`src/rtl/core/rrp_pkg.sv`:
```
// ----------------------------------------------------------------------------
// rrp_pkg
// shared constants, types and codes of the round-robin poll scheduler
// ----------------------------------------------------------------------------
`default_nettype none

package rrp_pkg;

  localparam int ENTRIES    = 256;
  localparam int COUNT_BITS = 16;
  localparam int IDX_W      = $clog2(ENTRIES);
  localparam int CNT_W      = $clog2(ENTRIES + 1);

  // input item kinds, carried on in_tuser
  localparam logic [1:0] KIND_POLL = 2'd0;
  localparam logic [1:0] KIND_LOAD = 2'd1;
  localparam logic [1:0] KIND_LINK = 2'd2;

  typedef enum logic [2:0] {
    ST_CLEAR,
    ST_IDLE,
    ST_SCAN,
    ST_LINK,
    ST_RESP
  } state_t;

  // outcome of one visited entry
  typedef struct packed {
    logic                  due;
    logic                  wr;
    logic [COUNT_BITS-1:0] cnt;
  } visit_t;

endpackage

`default_nettype wire

```
`src/rtl/core/rrp_visit.sv`:
```
// ----------------------------------------------------------------------------
// rrp_visit
// decides one entry: skip and count up, serve and clear, or leave alone
// ----------------------------------------------------------------------------
`default_nettype none

module rrp_visit (
  input  wire logic [rrp_pkg::COUNT_BITS-1:0] period,
  input  wire logic [rrp_pkg::COUNT_BITS-1:0] counter,
  output rrp_pkg::visit_t                     res
);
  import rrp_pkg::*;

  always_comb begin
    res.due = 1'b0;
    res.wr  = 1'b0;
    res.cnt = '0;
    if (period != '0) begin
      res.wr = 1'b1;
      if (counter < period) begin
        res.cnt = counter + COUNT_BITS'(1);
      end else begin
        // due, also when the period was lowered below the counter
        res.due = 1'b1;
      end
    end
  end

endmodule

`default_nettype wire

```
`config.mk`:
```
export PLATFORM = sky130hd
export DESIGN_NAME = rrp_visit
export DESIGN_NICKNAME = d
export VERILOG_FILES = /design/src/rtl/core/rrp_pkg.sv /design/src/rtl/core/rrp_visit.sv
export SDC_FILE = /design/constraint.sdc
export NUM_CORES = 1
export LEC_CHECK = 0
export BUFFER_PORTS_ARGS = -buffer_cell sky130_fd_sc_hd__buf_2
export CAP_MARGIN = 15
export CORE_MARGIN = 8
export CORE_UTILIZATION = 46
export DETAILED_ROUTE_END_ITERATION = 16
export PLACE_DENSITY = 0.86
export SYNTH_ARGS = -nofsm -noshare
export SYNTH_HDL_FRONTEND = slang
export SYNTH_SLANG_ARGS = --single-unit
export TNS_END_PERCENT = 5
```
`constraint.sdc`:
```
create_clock -name vclk -period 2.8
set_input_delay 0.56 -clock vclk [all_inputs]
set_output_delay 0.56 -clock vclk [all_outputs]
set_load 0.005 [all_outputs]
```
==> impl_metrics.env, run 1 <==
export IMPL_floorplan_initialDensity=0.4757
export IMPL_gp_congestion=0.8328
export IMPL_crit_slowest_cell="or3_1"
export IMPL_drive_gt1_frac=0.5470
export IMPL_setup_viol=4
export IMPL_io_buffers=50
export IMPL_ant_nets=0
export IMPL_p_per_area_nw_per_um2=167.3
export IMPL_initialDrtViolationCount=64
export IMPL_yosys_warnings=0
export IMPL_grt_met3_usage=0.01570
export IMPL_nets=231
export IMPL_boundaryPins=50
export IMPL_busiest_layer="met2"
export IMPL_wl_mm=3.642
export IMPL_grt_max_degree=17
export IMPL_final_cell_mix="buf_2, buf_4, buf_6"
export IMPL_slew_viol_final=0
export IMPL_drc=0
export IMPL_rows=15
export IMPL_worstPathRequired_ps=2240
export IMPL_cpPeakStageDelay_ps=370
export IMPL_grt_use_total=0.1515
export IMPL_netlist_instances=117
export IMPL_dpl_cell_count=194
export IMPL_yosysUniqueCellTypes=23
export IMPL_stdcell_area_um2=1413
export IMPL_use_met2=0.2990
export IMPL_seq_cells=0
export IMPL_final_cells=198
export IMPL_max_clock_freq_mhz=354.3
export IMPL_syn_area_per_cell_um2=6.791
export IMPL_crit_type="input pin to output pin"
export IMPL_core_area_um2=1670
export IMPL_endpoint_kind="output pin"
export IMPL_setup_worst_path_start="period[8]"
export IMPL_leakage_uw=0.0006607
export IMPL_vias=1178
export IMPL_antenna_found_initial=0
export IMPL_grtUsageMet1=0.1677
export IMPL_grt_pass1_vias=1052
export IMPL_synthToLayoutAreaGrowth_pct=77.79
export IMPL_period_share=1.008
export IMPL_chipWidth_um=57.56
export IMPL_routedWlPerCell_um=18.39
export IMPL_crit_family="simple AND/OR/NAND/NOR gates"
export IMPL_netlist_area_um2=794.5
export IMPL_slew_headroom=0.7147
export IMPL_drv_cap=0
export IMPL_cts_hold_buf=0
export IMPL_worst_setup_path_start_kind="input pin"
export IMPL_antenna_cells=0
export IMPL_status="complete, but fails checks"
export IMPL_hold_path_class="input pin to output pin"
export IMPL_regArea_um2=0
export IMPL_worstPathMaxFanout=8
export IMPL_dp_hpwl_mm=2.237
export IMPL_synth_nets=165
export IMPL_crit_arrival_ps=2260
export IMPL_grt_pass1_wl_mm=4.340
export IMPL_crit_chain="buf_6 -> inv_1 -> ha_4 -> nand4_1 -> or3_1 -> a221o_1 -> nand4b_4 -> nor2_1 -> buf_2"
export IMPL_min_from="counter[0]"
export IMPL_hold_viol=0
export IMPL_die_h_um=57.56
export IMPL_worst_pin_slew_ps=424.1
export IMPL_setup_ws_ps=-22.84
export IMPL_irDropWorstVdd_uv=95.55
export IMPL_seq_area_frac_synth=0
export IMPL_viasPerCell=5.949
export IMPL_critPathBufInv=3
export IMPL_grt_ovfl_total=0
export IMPL_die_area_um2=3313
export IMPL_place_area_um2=1129
export IMPL_final_common_cell="buf_2"
export IMPL_firstDrtPassIters=4
export IMPL_violations="setup timing"
export IMPL_period_minus_slack_ps=2823
export IMPL_clkbuf_count=0
Yosys cell counts (all sizes together):
library cell / instances / area (um2)
ha: 16 / 200.2
o21bai: 1 / 7.510
a221o: 1 / 10.01
nand4: 9 / 56.30
nor4: 4 / 25.02
inv: 19 / 71.32
nand3: 6 / 30.03
nand4b: 1 / 23.77
nand2: 7 / 26.28
and2: 1 / 6.260
and3: 1 / 6.260
xnor2: 5 / 43.79
or3: 1 / 6.260
nor2: 20 / 100.1
nor3: 3 / 15.01
a31oi: 1 / 6.260
a21oi: 5 / 25.02
xor2: 9 / 78.83
buf: 1 / 20.02
o21ai: 4 / 20.02
and4: 1 / 8.760
nand3b: 1 / 7.510
per-stage QoR:
stage	power, uW	hold slack (ps)	util	worst slack [ps]	TNS (ps)
after floorplan	92.10	1142	-	271.8	0
after global placement	167.3	1417	0.6757	-6.721	-38.33
after detailed placement	172.8	1423	0.6757	-38.94	-269.7
after CTS	179.6	1427	0.6981	-29.54	-103.4
after global routing	252.8	1441	0.8457	-16.93	-33.55
final	236.4	1427	0.8457	-22.84	-45.61
final timing paths:
| check | endpoint | slack [ps] | cells past startpoint |
|---|---|---|---|
| max | res[3] | -20 | 9 |
| min | res[0] | 1430 | 3 |
area by class of cell:
cell class	instances	area, um2
fill	97	257.7
tap	17	21.27
timing repair buffer	64	446.7
multi-input combinational	98	870.8
inverter	19	73.82
where the power goes:
group,switching (uW),internal (uW),leakage [uW]
clock,0,0,0
combinational,116,120,0.000661
sequential,0,0,0
total,116,120,0.000661
logic make-up (layout without fill, tap and decap cells):
family	count (synthesis)	count (layout)	share of synthesized area
XOR/XNOR	14	14	0.1543
AND/OR/NAND/NOR	55	56	0.3921
AO/OA/AOI/OAI	12	12	0.08662
adder cells (fa/ha/maj)	16	16	0.2520
buffers and inverters	20	83	0.1150
tightest hold or removal path: cells and delay by family:
kind,cells,cell delay [ps]
and+or+nand+nor,1,50
buffers and inverters,2,260
metal layers:
| layer | up-vias | wire length (um) |
|---|---|---|
| li1 | 541 | - |
| met1 | 541 | 1329 |
| met2 | 88 | 1920 |
| met3 | 8 | 318 |
| met4 | 0 | 72 |
| met5 | - | 0 |
repair_timing:
action                     4_1_cts  5_1_grt
buffers inserted                 0        3
cloned                           0        1
resized for setup                5       39
setup endpoints to repair       16       16
pin swaps                        8       19
No activity file was read; power rests on OpenSTA's default activity.
==> run 2, diff against run 1 <==
==> constraint.sdc (replaced) <==
create_clock -name vclk -period 2.8
set_input_delay 0.56 -clock vclk [all_inputs]
set_output_delay 0.56 -clock vclk [all_outputs]
set_load 0.02 [all_outputs]
==> run 2 against run 1 <==
- the flow still finishes with violations (setup timing)
- worst setup slack got worse by 76 ps
- fmax decreased by 2.6%
- critical path type unchanged
- utilization increased by 1.2 points
- global-route usage increased by 1.4 points
==> impl_metrics.env, run 2 (synthesis results as in run 1) <==
export IMPL_status="complete, but fails checks"
export IMPL_violations="setup timing"
export IMPL_seq_cells=0
export IMPL_die_area_um2=3313
export IMPL_hold_path_endpoint="res[0]"
export IMPL_hold_depth=3
export IMPL_slew_viol_final=0
export IMPL_worstPathRequired_ps=2240
export IMPL_worst_pin_slew_ps=386.5
export IMPL_antenna_cells=0
export IMPL_grt_pass1_wl_mm=4.629
export IMPL_final_common_cell="buf_2"
export IMPL_floorplan_initialDensity=0.4757
export IMPL_max_clock_freq_mhz=344.9
export IMPL_drc=0
export IMPL_crit_slowest_cell="a221o_1"
export IMPL_nets=234
export IMPL_setup_viol=10
export IMPL_grt_pass1_vias=1118
export IMPL_slew_headroom=0.7396
export IMPL_gp_congestion=0.8291
export IMPL_period_share=1.035
export IMPL_final_cell_mix="buf_2, buf_4, buf_6"
export IMPL_die_h_um=57.56
export IMPL_crit_type="input pin to output pin"
export IMPL_hold_viol=0
export IMPL_synthToLayoutAreaGrowth_pct=80.31
export IMPL_worst_setup_path_start_kind="input pin"
export IMPL_regArea_um2=0
export IMPL_p_per_area_nw_per_um2=191.6
export IMPL_crit_chain="buf_2 -> inv_1 -> ha_1 -> nand4_1 -> or3_1 -> a221o_1 -> nand4b_4 -> nor2_2 -> buf_6"
export IMPL_io_buffers=50
export IMPL_grt_ovfl_total=0
export IMPL_period_minus_slack_ps=2899
export IMPL_rsz0062_at_grt="true"
export IMPL_routedWlPerCell_um=17.90
export IMPL_setup_ws_ps=-99.10
export IMPL_firstDrtPassIters=4
export IMPL_viasPerCell=5.915
export IMPL_ant_nets=0
export IMPL_clkbuf_count=0
export IMPL_grt_use_total=0.1652
export IMPL_endpoint_kind="output pin"
export IMPL_min_from="counter[0]"
export IMPL_crit_arrival_ps=2340
export IMPL_irDropWorstVdd_uv=128.1
export IMPL_leakage_uw=0.0006816
export IMPL_boundaryPins=50
export IMPL_cpPeakStageDelay_ps=370
export IMPL_worstPathMaxFanout=8
export IMPL_cts_hold_buf=0
export IMPL_drive_gt1_frac=0.5163
export IMPL_hold_slack_ps=1444
export IMPL_initialDrtViolationCount=41
export IMPL_setup_worst_path_start="period[13]"
export IMPL_antenna_found_initial=0
export IMPL_dp_hpwl_mm=2.307
export IMPL_wl_mm=3.598
export IMPL_core_area_um2=1670
export IMPL_hold_path_class="input pin to output pin"
export IMPL_vias=1189
export IMPL_rows=15
export IMPL_chipWidth_um=57.56
export IMPL_drv_cap=0
export IMPL_grt_max_degree=9
export IMPL_place_ws_ps=-98.01
[run 2: cell count changes in the layout (fill, tap and decap cells not counted), moves of 4 or more]
cell / previous run / this run
buf_4: 14 / 18
nor2_2: 11 / 6
inv_2: 9 / 4
nor2_4: 0 / 4
[run 2: routing by layer]
| metal | GRT usage | share of wire | up-vias |
|---|---|---|---|
| met3 | 0.02018 | 0.069 | 16 |
| met1 | 0.1552 | 0.33 | 558 |
| met2 | 0.3473 | 0.55 | 69 |
| li1 | - | - | 546 |
| met4 | 0.05357 | 0.049 | 0 |
| met5 | 0 | 0 | - |
[run 2: what timing repair did]
action                                  in CTS  in global routing
pin swaps                                    8                 15
gates cloned                                 1                  0
resized for setup                           16                 38
buffers inserted                             0                  0
hold endpoints to repair                     0                  0
endpoints found under the setup margin      16                 17
[run 2: worst max-delay path by stage]
stage	slack, ps	depth (start not counted)	end
after floorplan	240	8	res[10]
after global placement	-40	9	res[5]
after detailed placement	-100	9	res[7]
after CTS	-8	9	res[1]
after global routing	-140	9	res[10]
final	-100	9	res[10]
[run 2: worst max-delay path, delay by kind of cell]
| kind | cells | cell delay [ps] |
|---|---|---|
| AND/OR/NAND/NOR | 4 | 850 |
| AO/OA/AOI/OAI | 1 | 370 |
| adder cells (fa/ha/maj) | 1 | 290 |
| buffers and inverters | 3 | 270 |
[run 2: power by group]
part	leakage (uW)	internal [uW]	switching, uW
Clock	0	0	0
Sequential	0	0	0
Combinational	0.000682	129	145
Total	0.000682	129	145
[run 2: per-stage QoR]
step                total power [uW]  TNS [ps]  std cells  area (um2)    util
floorplan                      122.0         0        117       794.5       -
global placement               203.7    -371.9        200        1174  0.7026
detailed placement             209.4     -1294        200        1174  0.7026
CTS                            232.7    -31.68        201        1282  0.7678
global route                   292.5     -1244        201        1433  0.8577
finish                         274.5    -422.4        201        1433  0.8577
[run 2: area by class of cell]
cell class         count  area (um2)
fillers               94       237.7
well taps             17       21.27
repair buffers        67       481.7
multi-input cells     98       850.8
inverters             19       78.83
==> run 3, diff against run 2 <==
==> constraint.sdc (replaced) <==
create_clock -name vclk -period 2.8
set_input_delay 0.84 -clock vclk [all_inputs]
set_output_delay 0.84 -clock vclk [all_outputs]
set_load 0.02 [all_outputs]
==> run 3 against run 2 <==
- the flow now stops in 5_1_grt
- synthesized cell count stayed put
- area after synthesis stayed put
==> impl_metrics.env, run 3 <==
export IMPL_seq_area_frac_synth=0
export IMPL_place_ws_ps=-632.2
export IMPL_dpl_cell_count=214
export IMPL_yosys_warnings=0
export IMPL_stop_stage="5_1_grt"
export IMPL_status="stopped before the end"
export IMPL_yosysUniqueCellTypes=23
export IMPL_rows=15
export IMPL_dp_hpwl_mm=2.863
export IMPL_place_area_um2=1446
export IMPL_io_buffers=50
export IMPL_crit_endpoint="res[10]"
export IMPL_netlist_instances=117
export IMPL_cts_hold_buf=0
export IMPL_synth_top_area_frac=0.2520
export IMPL_tool_error="[ERROR DPL-0038] Utilization greater than 100%, impossible to legalize"
export IMPL_die_h_um=57.56
export IMPL_boundaryPins=50
export IMPL_worst_ep_kind="output port"
export IMPL_synth_nets=165
export IMPL_chipWidth_um=57.56
export IMPL_synth_most_common_cell="inv_1"
export IMPL_grt_max_degree=9
export IMPL_netlist_area_um2=794.5
export IMPL_yosysTopAreaCell="ha_1"
export IMPL_syn_area_per_cell_um2=6.791
export IMPL_yosys_top_cells_count="inv_1, ha_1, nor2_1, nor2_2"
export IMPL_gp_congestion=0.8423
export IMPL_floorplan_initialDensity=0.4757
export IMPL_synth_area_top_cells="ha_1, xor2_1, inv_1"
run 3: cell counts after synthesis:
No cell type changed its count.
run 3: metrics by stage:
| step | setup TNS (ps) | hold WS [ps] |
|---|---|---|
| 2_1_floorplan | -3958 | 1708 |
| 3_5_place_dp | -10360 | 2106 |
| 3_3_place_gp | -9143 | 2103 |
| 4_1_cts | -9344 | 2087 |
run 3: timing repair:
action,4_1_cts
buffers inserted,0
gates resized for setup,38
setup endpoints to repair,18
pin swaps,9
run 3: kinds of logic after synthesis:
family	synth area share
and+or+nand+nor	0.3921
buffers and inverters	0.1150
adders and majority gates	0.2520
xor gates and xnor gates	0.1543
AOI/OAI and AO/OA	0.08662
==> run 4, diff against run 3 <==
CORE_AREA = 8 8 69 71   (was not set)
CORE_MARGIN = not set   (was 8)
CORE_UTILIZATION = not set   (was 46)
DIE_AREA = 0 0 77 79   (was not set)
PLACE_DENSITY = not set   (was 0.86)
PLACE_DENSITY_LB_ADDON = 0.15   (was not set)
==> run 4 against run 3 <==
- the flow now finishes, with violations (setup timing)
==> impl_metrics.env, run 4 (synthesis results as in run 1) <==
export IMPL_drive_gt1_frac=0.6070
export IMPL_floorplan_initialDensity=0.2092
export IMPL_drv_cap=0
export IMPL_rsz0062_at_grt="true"
export IMPL_grt_use_total=0.09609
export IMPL_max_clock_freq_mhz=298.9
export IMPL_synthToLayoutAreaGrowth_pct=121.7
export IMPL_gp_congestion=0.7215
export IMPL_utilization=0.4638
export IMPL_hold_depth=4
export IMPL_rows=23
export IMPL_firstDrtPassIters=4
export IMPL_status="complete, but fails checks"
export IMPL_drc=0
export IMPL_place_ws_ps=-624.5
export IMPL_ant_nets=0
export IMPL_p_int_uw=175.4
export IMPL_worst_pin_slew_ps=294.7
export IMPL_nets=251
export IMPL_routedWlPerCell_um=12.80
export IMPL_endpoint_kind="output pin"
export IMPL_antenna_cells=0
export IMPL_dpl_cell_count=246
export IMPL_final_cells=251
export IMPL_wl_met1_mm=1.269
export IMPL_final_setup_tns_ps=-9029
export IMPL_dp_hpwl_mm=2.759
export IMPL_period_minus_slack_ps=3346
export IMPL_seq_cells=0
export IMPL_pwr_share_comb=1.000
export IMPL_p_per_area_nw_per_um2=189.8
export IMPL_initialDrtViolationCount=29
export IMPL_crit_slowest_cell="or3_1"
export IMPL_crit_type="input pin to output pin"
export IMPL_power_frac_seq=0
export IMPL_grt_pass1_vias=1197
export IMPL_viasPerCell=4.390
export IMPL_worst_path_stages=10
export IMPL_leakage_uw=0.0007946
export IMPL_wl_mm=3.213
export IMPL_setup_viol=17
export IMPL_topRoutingLayerUsed="met3"
export IMPL_cpPeakStageDelay_ps=360
export IMPL_irDropWorstVdd_uv=67.72
export IMPL_core_area_um2=3799
export IMPL_vias=1102
export IMPL_stdcell_area_um2=1762
export IMPL_setup_ws_ps=-546.1
export IMPL_regArea_um2=0
export IMPL_die_area_um2=6083
export IMPL_hold_path_class="input pin to output pin"
export IMPL_clkbuf_count=0
export IMPL_boundaryPins=50
export IMPL_worst_setup_path_start_kind="input pin"
export IMPL_grt_ovfl_total=0
export IMPL_route_met3_wl_um=96
export IMPL_grt_pass1_wl_mm=5.161
export IMPL_p_switching_uw=159.0
export IMPL_worstPathRequired_ps=1960
export IMPL_die_h_um=79
export IMPL_io_buffers=50
export IMPL_p_sw_frac=0.4755
export IMPL_crit_chain="buf_4 -> inv_6 -> ha_4 -> nand4_1 -> or3_1 -> a221o_1 -> nand4b_4 -> buf_12 -> nor2_4 -> buf_6"
export IMPL_critPathBufInv=4
export IMPL_slew_viol_final=0
export IMPL_slew_headroom=0.8019
export IMPL_grt_max_degree=9
export IMPL_clkPwrFrac=0
export IMPL_cts_hold_buf=0
export IMPL_violations="setup timing"
export IMPL_antenna_found_initial=0
export IMPL_final_cell_mix="buf_4, buf_2, buf_6"
export IMPL_worstPathMaxFanout=8
export IMPL_period_share=1.195
export IMPL_final_common_cell="buf_4"
export IMPL_crit_arrival_ps=2510
export IMPL_crit_family="simple AND/OR/NAND/NOR gates"
export IMPL_place_area_um2=1480
export IMPL_hold_viol=0
export IMPL_wl_met2_mm=1.848
export IMPL_chipWidth_um=77
-- run 4: layout make-up --
cell class	instances	area (um2)
tap	50	62.56
inverter	19	91.34
timing repair buffer	85	714.4
fill	393	2037
multi-input combinational	97	893.4
-- run 4: metal layers --
| layer | track usage | vias to the layer above |
|---|---|---|
| met5 | 0 | - |
| met4 | 0 | 0 |
| met3 | 0.009029 | 0 |
| met2 | 0.1971 | 21 |
| met1 | 0.1096 | 505 |
| li1 | - | 576 |
-- run 4: worst paths after layout --
path | end | startpoint | slack (ps)
hold / removal | res[0] | counter[0] | 2110
setup / recovery | res[8] | period[6] | -550
-- run 4: per-stage QoR --
| step | hold slack (ps) | total power (uW) |
|---|---|---|
| finish | 2107 | 334.4 |
| global route | 2132 | 362.9 |
| CTS | 2106 | 314.8 |
| detailed placement | 2125 | 272.1 |
| global placement | 2117 | 268.9 |
| floorplan | 1708 | 144.7 |
-- run 4: power by group through the flow --
stage / Combinational (uW) / Sequential [uW] / Clock (uW)
after global placement: 269 / 0 / 0
after global routing: 363 / 0 / 0
final: 334 / 0 / 0
after detailed placement: 272 / 0 / 0
after CTS: 315 / 0 / 0
after floorplan: 145 / 0 / 0
-- run 4: repair_timing --
action	CTS	global route
resized for setup	46	22
setup buffers	3	2
endpoints found under the setup margin	18	18
pin swaps	9	7
